File: config.mk
export PLATFORM = sky130hd
export DESIGN_NAME = proof_nonce_bit_packer
export DESIGN_NICKNAME = d
export VERILOG_FILES = /design/src/pnbp_pkg.sv /design/src/pnbp_front.sv /design/src/pnbp_queue.sv /design/src/pnbp_back.sv /design/src/proof_nonce_bit_packer.sv
export SDC_FILE = /design/constraint.sdc
export NUM_CORES = 1
export LEC_CHECK = 0
export BUFFER_PORTS_ARGS = -buffer_cell sky130_fd_sc_hd__buf_2
export CORE_ASPECT_RATIO = 1.5
export CORE_MARGIN = 8
export CORE_UTILIZATION = 50
export CTS_CLUSTER_SIZE = 16
export DETAILED_ROUTE_END_ITERATION = 10
export PLACE_DENSITY = 0.67
export SLEW_MARGIN = 5
export SYNTH_ARGS = -nofsm -noshare
export SYNTH_HDL_FRONTEND = slang
export SYNTH_SLANG_ARGS = --single-unit
File: constraint.sdc
create_clock -name clk -period 5.25 [get_ports clk]
set_clock_uncertainty 0.1 [all_clocks]
set_input_delay 0.2625 -clock clk [delete_from_list [all_inputs] [get_ports clk]]
set_output_delay 0.2625 -clock clk [all_outputs]
set_load 0.05 [all_outputs]
File: src/pnbp_pkg.sv
package pnbp_pkg;

	localparam int NONCE_W      = 64;
	localparam int WIDTH_W      = 7;
	localparam int IDX_W        = 6;
	localparam int BYTE_BITS    = 8;
	localparam int PROOF_NONCES = 42;
	localparam int EDGE_MAX     = 64;
	localparam int EDGE_RESET   = 29;
	// live bits in the back end: up to seven pending plus one whole nonce
	localparam int ACC_W        = NONCE_W + BYTE_BITS - 1;
	localparam int TOT_W        = 7;
	localparam int PEND_W       = BYTE_BITS - 1;
	localparam int SHIFT_W      = 3;

	// classified nonce as it waits in the queue
	typedef struct packed {
		logic [NONCE_W-1:0] nonce;
		logic [WIDTH_W-1:0] width;
		logic               last;
	} item_t;

	typedef struct packed {
		logic full;
		logic empty;
	} queue_stat_t;

	typedef struct packed {
		logic             busy;
		logic [TOT_W-1:0] total;
	} back_stat_t;

endpackage

File: src/pnbp_front.sv
module pnbp_front (
	input  logic                                clk,
	input  logic                                arst_n,
	input  logic                                cfg_we,
	input  logic [pnbp_pkg::WIDTH_W-1:0]        cfg_wdata,
	input  logic                                in_valid,
	input  logic [pnbp_pkg::NONCE_W-1:0]        in_data,
	output logic                                in_ready,
	input  logic                                q_full,
	output logic                                push,
	output pnbp_pkg::item_t                     push_item
);
	import pnbp_pkg::*;

	logic [WIDTH_W-1:0] edge_q;
	logic [IDX_W-1:0]   idx_q;
	logic [WIDTH_W-1:0] width;
	logic [NONCE_W-1:0] mask;
	logic               last;

	// widths above the nonce size clamp to the full nonce
	assign width = (edge_q > WIDTH_W'(EDGE_MAX)) ? WIDTH_W'(EDGE_MAX) : edge_q;
	assign mask  = (width >= WIDTH_W'(EDGE_MAX)) ? {NONCE_W{1'b1}}
	             : ((NONCE_W'(1) << width[SHIFT_W+2:0]) - NONCE_W'(1));
	assign last  = ({1'b0, idx_q} + (IDX_W+1)'(1)) >= (IDX_W+1)'(PROOF_NONCES);

	assign in_ready        = !q_full;
	assign push            = in_valid && !q_full;
	assign push_item.nonce = in_data & mask;
	assign push_item.width = width;
	assign push_item.last  = last;

	always_ff @(posedge clk or negedge arst_n) begin
		if (!arst_n) begin
			edge_q <= WIDTH_W'(EDGE_RESET);
			idx_q  <= '0;
		end else begin
			if (cfg_we) begin
				edge_q <= cfg_wdata;
			end
			if (push) begin
				idx_q <= last ? '0 : idx_q + IDX_W'(1);
			end
		end
	end

endmodule

File: src/pnbp_queue.sv
module pnbp_queue (
	input  logic                   clk,
	input  logic                   arst_n,
	input  logic                   push,
	input  pnbp_pkg::item_t        push_item,
	input  logic                   pop,
	output pnbp_pkg::item_t        head,
	output pnbp_pkg::queue_stat_t  stat
);
	import pnbp_pkg::*;

	item_t       mem [2];
	logic        wr_q;
	logic        rd_q;
	logic [1:0]  cnt_q;

	assign head       = mem[rd_q];
	assign stat.full  = cnt_q == 2'd2;
	assign stat.empty = cnt_q == 2'd0;

	always_ff @(posedge clk) begin
		if (push) begin
			mem[wr_q] <= push_item;
		end
	end

	always_ff @(posedge clk or negedge arst_n) begin
		if (!arst_n) begin
			wr_q  <= 1'b0;
			rd_q  <= 1'b0;
			cnt_q <= 2'd0;
		end else begin
			if (push) begin
				wr_q <= !wr_q;
			end
			if (pop) begin
				rd_q <= !rd_q;
			end
			unique case ({push, pop})
				2'b10:   cnt_q <= cnt_q + 2'd1;
				2'b01:   cnt_q <= cnt_q - 2'd1;
				default: cnt_q <= cnt_q;
			endcase
		end
	end

endmodule

File: src/pnbp_back.sv
module pnbp_back (
	input  logic                           clk,
	input  logic                           arst_n,
	input  logic                           q_valid,
	input  pnbp_pkg::item_t                q_head,
	output logic                           pop,
	output logic                           out_valid,
	input  logic                           out_ready,
	output logic [pnbp_pkg::BYTE_BITS-1:0] out_data,
	output logic                           out_last,
	output pnbp_pkg::back_stat_t           stat
);
	import pnbp_pkg::*;

	logic [ACC_W-1:0]     acc_q;
	logic [TOT_W-1:0]     total_q;
	logic                 busy_q;
	logic                 last_q;
	logic                 step;
	logic                 emit;
	logic                 emit_last;
	logic                 done;
	logic [ACC_W-1:0]     base_acc;
	logic [TOT_W-1:0]     base_total;
	logic [ACC_W-1:0]     load_acc;

	assign step = !out_valid || out_ready;

	always_comb begin
		emit       = 1'b0;
		emit_last  = 1'b0;
		done       = 1'b1;
		base_acc   = acc_q;
		base_total = total_q;
		if (busy_q) begin
			if (total_q >= TOT_W'(BYTE_BITS)) begin
				// whole byte ready
				emit       = 1'b1;
				emit_last  = last_q && (total_q == TOT_W'(BYTE_BITS));
				base_acc   = acc_q >> BYTE_BITS;
				base_total = total_q - TOT_W'(BYTE_BITS);
				done       = (base_total < TOT_W'(BYTE_BITS))
				          && (!last_q || base_total == '0);
			end else begin
				// tail: flush a partial byte at proof end
				emit      = last_q && (total_q != '0);
				emit_last = 1'b1;
			end
			if (done && last_q) begin
				base_acc   = '0;
				base_total = '0;
			end
		end
	end

	assign pop      = step && done && q_valid;
	assign load_acc = {{(ACC_W-PEND_W){1'b0}}, base_acc[PEND_W-1:0]}
	                | ({{(ACC_W-NONCE_W){1'b0}}, q_head.nonce} << base_total[SHIFT_W-1:0]);

	assign stat.busy  = busy_q;
	assign stat.total = total_q;

	always_ff @(posedge clk or negedge arst_n) begin
		if (!arst_n) begin
			acc_q     <= '0;
			total_q   <= '0;
			busy_q    <= 1'b0;
			last_q    <= 1'b0;
			out_valid <= 1'b0;
		end else if (step) begin
			out_valid <= emit;
			if (pop) begin
				acc_q   <= load_acc;
				total_q <= base_total + q_head.width;
				busy_q  <= 1'b1;
				last_q  <= q_head.last;
			end else begin
				acc_q   <= base_acc;
				total_q <= base_total;
				busy_q  <= busy_q && !done;
			end
		end
	end

	always_ff @(posedge clk) begin
		if (step) begin
			out_data <= acc_q[BYTE_BITS-1:0];
			out_last <= emit_last;
		end
	end

endmodule

File: src/proof_nonce_bit_packer.sv
// a nonce accepted on the input is written into the queue, then loaded into the bit
// accumulator, and its first byte is then registered into the output register
// throughput: one byte per cycle out of the single output register while the
// output is not stalled; a nonce is popped alongside the previous one's last byte
// reset: clears the queue, pending bits, nonce index and output; edge_bits to 29
module proof_nonce_bit_packer (
	input  logic        clk,
	input  logic        arst_n,
	// edge_bits register write
	input  logic        cfg_we,
	input  logic [6:0]  cfg_wdata,
	// nonce words in
	input  logic        s_axis_tvalid,
	output logic        s_axis_tready,
	input  logic [63:0] s_axis_tdata,   // [63:0] nonce_value
	// packed byte words out
	output logic        m_axis_tvalid,
	input  logic        m_axis_tready,
	output logic [7:0]  m_axis_tdata,   // [7:0] packed_byte
	output logic        m_axis_tlast    // last_byte of the proof
);
	import pnbp_pkg::*;

	logic        fr_push;
	item_t       fr_item;
	item_t       q_head;
	queue_stat_t q_stat;
	back_stat_t  bk_stat;
	logic        bk_pop;

	// front: holds edge_bits and the nonce index, masks each nonce and
	// tags the one that closes the proof
	pnbp_front u_front (
		.clk       (clk),
		.arst_n    (arst_n),
		.cfg_we    (cfg_we),
		.cfg_wdata (cfg_wdata),
		.in_valid  (s_axis_tvalid),
		.in_data   (s_axis_tdata),
		.in_ready  (s_axis_tready),
		.q_full    (q_stat.full),
		.push      (fr_push),
		.push_item (fr_item)
	);

	// two-entry queue decouples input acceptance from byte output
	pnbp_queue u_queue (
		.clk       (clk),
		.arst_n    (arst_n),
		.push      (fr_push),
		.push_item (fr_item),
		.pop       (bk_pop),
		.head      (q_head),
		.stat      (q_stat)
	);

	// back: bit accumulator merges pending bits with the next nonce and peels off
	// one byte per cycle unless the output stalls, flushing the tail at proof end
	pnbp_back u_back (
		.clk       (clk),
		.arst_n    (arst_n),
		.q_valid   (!q_stat.empty),
		.q_head    (q_head),
		.pop       (bk_pop),
		.out_valid (m_axis_tvalid),
		.out_ready (m_axis_tready),
		.out_data  (m_axis_tdata),
		.out_last  (m_axis_tlast),
		.stat      (bk_stat)
	);

	// queue cannot be full and empty at once
	a_queue_sane: assert property (@(posedge clk) disable iff (!arst_n)
		!(q_stat.full && q_stat.empty))
		else $error("queue full and empty together");

	// front never writes into a full queue
	a_no_overflow: assert property (@(posedge clk) disable iff (!arst_n)
		fr_push |-> !q_stat.full)
		else $error("push into full queue");

	// between nonces only a partial byte may remain
	a_idle_pending: assert property (@(posedge clk) disable iff (!arst_n)
		!bk_stat.busy |-> (bk_stat.total < 7'(BYTE_BITS)))
		else $error("whole byte left pending while idle");

	// accumulator never holds more than pending bits plus one nonce
	a_total_bound: assert property (@(posedge clk) disable iff (!arst_n)
		bk_stat.total <= 7'(ACC_W))
		else $error("bit count beyond accumulator");

endmodule

; Word-level counts from Yosys, hierarchy flattened
; Memories as Yosys holds them, arrays and structs flattened.
; Index checks and enable logic that the tools add are counted.
[word_totals]
register_bits = 107
ramBits = 144
input_bits = 76
output_inout_bits = 11
wordCells = 80
memories = 1
[op_classes]
addsub = 7
n_lt_le_gt_ge = 5
n_eq_ne = 4
shift = 2
muxes = 21
bitwise_logic = 2
reduce_logical = 25
[mem_list]
columns = memory, words, width, rd, rd_ports_with_merged_regs, wr, line
row1 = u_queue.mem, 2, 72, 1, 0, 1, pnbp_queue.sv:12  ; item_t mem [2];
[op_table]
columns = operator, n
row1 = $mux W71, 4
row2 = $or A7 B71 Y71, 1
row3 = $shl A64 B3 Y71, 1
row4 = $and A64 B64 Y64, 1
row5 = $mux W64, 1
row6 = $shl A1 B6 Y64 const A, 1
row7 = $sub A64 B1 Y64 const B, 1
row8 = $mux W7, 5
row9 = $mux W1, 9
row10 = $logic_and A1 B1 Y1, 8
row11 = $add A6 B1 Y7 const B, 1
row12 = $add A7 B7 Y7, 1
row13 = $eq A7 B4 Y1 const B, 1
row14 = $ge A7 B4 Y1 const B, 1
row15 = $ge A7 B6 Y1 const B, 1
row16 = $ge A7 B7 Y1 const B, 1
row17 = $gt A7 B7 Y1 const B, 1
row18 = $logic_not A1 Y1, 7
row19 = $logic_not A7 Y1, 1
row20 = $lt A7 B4 Y1 const B, 1
row21 = $reduce_bool A7 Y1, 1
row22 = $sub A7 B4 Y7 const B, 1
row23 = $add A6 B1 Y6 const B, 1
row24 = $mux W6, 1
row25 = 11 further kinds, 14

; Longest topological paths before layout
[logic_depth]
ltp_word = 12
mapped_depth = 17
ltp_nobuf = 15

; Modules after synthesis
; Synthesis repeated with hierarchy kept, for this count alone.
[hier_totals]
hier_cells = 1682
area_unflattened_um2 = 16390.7
[modules_own_cells]
columns = mod, instances, cells_per_inst, area_each_um2, seq_area_each_um2
row1 = pnbp_back, 1, 998, 7686.1, 2297.2
row2 = pnbp_queue, 1, 240, 5729.2, 4424.2
row3 = pnbp_front, 1, 443, 2971.6, 330.3
row4 = proof_nonce_bit_packer, 1, 1, 3.8, 0.0

; Worst setup path after synthesis
; No wires, ideal clock.
[synth_path]
path_type = flip-flop to flip-flop
from = register u_queue.cnt_q[0]
to = memory u_queue.mem[0][0] (netlist name), enable pin
setup_time_ps = 503
t_arrival_ps = 4362
required_ps = 4647
setup_slack_ps = 285
path_stages_with_launch = 5
n_path_buf = 1
synth_period_minus_slack_ps = 4965
path_cell_list = dfrtp_1 -> nand2b_1 -> nand2_1 -> buf_1 -> nor2_1
[synth_via]
elab_chain_cells = 5
[synth_rtl]
columns = item, line
row1 = "start, declared", pnbp_queue.sv:15  ; logic [1:0] cnt_q;
row2 = "start signal, assigned", pnbp_queue.sv:40  ; 2'b10: cnt_q <= cnt_q + 2'd1;
row3 = "start signal, assigned", pnbp_queue.sv:41  ; 2'b01: cnt_q <= cnt_q - 2'd1;
row4 = "start signal, assigned", pnbp_queue.sv:42  ; default: cnt_q <= cnt_q;
row5 = $eq A2 B2 Y1, pnbp_queue.sv:18  ; assign stat.full = cnt_q == 2'd2;
row6 = $logic_not A1 Y1, -
row7 = named net s_axis_tready, proof_nonce_bit_packer.sv:14  ; output logic s_axis_tready,
row8 = $logic_and A1 B1 Y1, pnbp_front.sv:28  ; assign push = in_valid && !q_full;
row9 = $mux W1, pnbp_queue.sv:22  ; if (push) begin
row10 = $mux W1 (not written as such), pnbp_queue.sv:23  ; mem[wr_q] <= push_item;
row11 = "end, declared", pnbp_queue.sv:12
; The timed path passes the listed nets, and every way through them passes these cells.

; Worst setup path in the final report
[layout_path]
from = register u_back.total_q[1]
to = register u_back.total_q[6]
[layout_via]
elab_chain_cells = 11
word_cells_on_any_way = 17
classes_between = add/sub: 2 / order compare: 2 / mux: 7 / reduce/logical: 6
[layout_rtl]
columns = item, line
row1 = "start, declared", pnbp_back.sv:16  ; logic [TOT_W-1:0] total_q;
row2 = "start signal, assigned", pnbp_back.sv:74  ; total_q <= base_total + q_head.width;
row3 = "start signal, assigned", pnbp_back.sv:79  ; total_q <= base_total;
row4 = branches (longest 10 deep; another with $sub A7 B4 Y7), -
row5 = $mux W7 (*), pnbp_back.sv:72  ; if (pop) begin
; Every way passes the cells marked *. The select of a mux whose other input is x is not followed.
; A chain may end at the register's enable or synchronous reset.

==> metrics.txt <==
startpoint types flip-flop; port bufs 86; Die Y 233 um; DIE AREA 37400 um2; Gates resized, CTS repair 0; #FFs+latches synth 251; peak supply drop 279 uV; commonest non-fill, non-tap cell in the layout nor2_1; post-placement cell count 2024; Syn Nets 1706; switch share 0.454; WHS Path Cells 2; Cells after Synth 1617; Seq/Total Area, Yosys 0.450; Ports 87; DR WL/cell 27.0 um; clk sinks 251; final setup TNS 0 ns; Fmax 250 MHz; core region area 30900 um2; drt total wl 56.9 mm; row cnt 79; initial antenna violation count 0; outcome finished clean; setup slack at placement 1.32 ns; # diodes 0; Final Instance Area 17800 um2; CP required 5.59 ns; root buffer cell clkbuf_16; Static Leak 6.64 nW; Worst Slack Setup Final 1.25 ns; YS warnings 0; Max Cap Viol 0; CP Capture Type flip-flop; Net count, final 1775; number of remaining DRC errors 0; grt ovf 0; TritonCTS buffer count 26; worst setup path class reg2reg; Die X 161 um; Flop pwr share 0.307; final hold violation count 0; Avg Cell Area, Syn 9.69 um2; fin crit period 4.00 ns; critical path arrival 4.34 ns; Post-Layout Cell Count 2110; commonest cells after routing, fill and taps aside nor2_1 (178), edfxtp_1 (153), nand2_1 (116), dfrtp_1 (92), nor3_1 (88); Via density 6.79; DR iter-0 viols 1401; ANT nets after route 0; first-pass GRT wire length 86.3 mm; Top FF cell, synth edfxtp_1; Power Dens Cells 647 nW/um2; Reg2Reg Depth 13; GPL Wtd Cong 0.998; Worst-path clk slew 0.07 ns; synthesized area 15700 um2; Unique masters post-synth 86; placed cell areas 16400 um2; DR vias 14300; latest clock arrival within the worst-skew pair 0.56 ns; vias in the first global route 14100; top fanout value on the critical path 35; Pins Over Slew Limit 0; CTS max path bufs 3; Final period util 0.762; P&R area growth vs syn 13.4%; Pre-antenna DRT Iters 6; Slew HR 0.187; Final setup viols 0; ys async rst share 0.390; sw power 0.00522 W; RSZ-0062 raised after global routing false; number of H-tree levels 1; Post-synth EDFFs 153; largest net degree at the start of global routing 72; Initial Util 0.506; layout cells sized above 1 0.169; Slew @ Worst Pin 1.22 ns; GRT Total Usage 0.299; post-CTS setup repair buffer count 0; dpl hpwl 41.7 mm; Comb pwr share 0.511; Internal Power 0.00628 W; Clock power frac 0.182; CTS tree done; final design utilization 0.574; Hold Path Class in2reg
worst max-delay path: stages, from the launching register on:
cell	delay, ns
dfrtp_2	0.68
or4b_4	0.64
nand2_1	0.18
nor2_1	0.13
a21o_1	0.22
nor2_1	0.41
ha_1	0.38
a211oi_1	0.25
o21bai_1	0.11
a21oi_1	0.17
xor2_1	0.16
nand2_1	0.10
mux2i_1	0.15
o22a_1	0.19
cell families (layout without fill, tap and decap cells):
kind of cell    Yosys count  after routing  share of synthesized area
compound gates          522            522                      0.240
mux                      61             61                     0.0543
xor+xnor                 33             33                     0.0184
flops                   251            251                      0.450
buf+inv                 160            248                     0.0449
simple gates            577            577                      0.182
fa+ha+maj                13             13                     0.0109
per-layer routing:
layer,share of wire,vias up,global-route usage
li1,-,6320,-
met1,0.36,6947,0.335
met2,0.50,817,0.523
met3,0.072,245,0.0442
met4,0.073,0,0.196
met5,0,-,0
what timing repair did:
action                                  CTS  global route
endpoints found under the setup margin    0             0
hold buffers                             39             0
hold endpoints to repair                111             0
power by group through the flow:
stage / registers (W) / logic [W] / clock network, W
2_1_floorplan: 0.00330 / 0.00420 / 0
3_3_place_gp: 0.00353 / 0.00565 / 0
3_5_place_dp: 0.00354 / 0.00571 / 0
4_1_cts: 0.00351 / 0.00575 / 0.00210
5_1_grt: 0.00358 / 0.00630 / 0.00217
6_report: 0.00353 / 0.00588 / 0.00209
registers in the layout (all words and copies together) (netlist names):
| register | count |
|---|---|
| u_back.acc_q | 71 |
| u_back.busy_q | 1 |
| u_back.last_q | 1 |
| u_back.out_data | 8 |
| u_back.out_last | 1 |
| u_back.out_valid | 1 |
| u_back.total_q | 7 |
| u_front.edge_q | 7 |
| u_front.idx_q | 6 |
| u_queue.cnt_q | 2 |
| u_queue.mem | 144 |
| u_queue.rd_q | 1 |
| u_queue.wr_q | 1 |
path summary, 6_finish.rpt:
path | from | endpoint | slack, ns
worst max-delay path | u_back.total_q[1] | u_back.total_q[6] | 1.25
worst min-delay path | s_axis_tdata[33] | u_queue.mem[1][41] | 0.009
worst max register to register | u_back.total_q[1] | u_back.total_q[6] | 1.25
worst min register to register | u_back.acc_q[3] | u_back.out_data[3] | 0.36
max in group asynchronous | arst_n | u_queue.rd_q | 3.63
min in group asynchronous | arst_n | u_front.edge_q[1] | 0.23
stage by stage:
stage | hold slack [ns] | total power, W
floorplan | -0.133 | 0.00750
global placement | 0.296 | 0.00918
detailed placement | 0.293 | 0.00925
CTS | 0.000169 | 0.0114
global route | 0.0118 | 0.0121
finish | 0.00949 | 0.0115
cells in the mapped netlist, types with 11 or more instances:
library cell  instances  area share
xor2_1               11      0.0061
inv_1                21      0.0050
a31oi_1              22      0.0088
nand3_1              16      0.0051
o221ai_1             47       0.026
mux4_2               17       0.024
edfxtp_1            153        0.29
o221a_2              16       0.012
a21boi_0             29       0.014
or4_1                25       0.012
nor3_1               88       0.028
nand2b_1             12      0.0048
a211o_1              37       0.021
o22ai_1              48       0.019
a211oi_1             22       0.011
mux2i_1              22       0.014
o22a_1               12      0.0067
nor2b_1              55       0.022
dfrtp_1              94        0.15
o21ai_0              77       0.025
ha_1                 12      0.0096
mux2_2               22       0.016
a21oi_1              75       0.024
a221oi_1             19       0.011
xnor2_1              22       0.012
nand2_1             117       0.028
and2_1               25       0.010
o21a_1               18      0.0086
a21o_1               11      0.0053
nor2_1              179       0.043
clkbuf_1             73       0.017
buf_2                46       0.015
cell type report:
type                            instances  area [um2]
Fill cell                            2694       13200
Multi-Input combinational cell       1206        7940
Sequential cell                       251        7060
Timing Repair Buffer                  177        1210
Clock buffer                           27         676
Tap cell                              405         507
Clock inverter                         20         282
Inverter                               24        90.1
No activity file was read; power rests on OpenSTA's default activity.
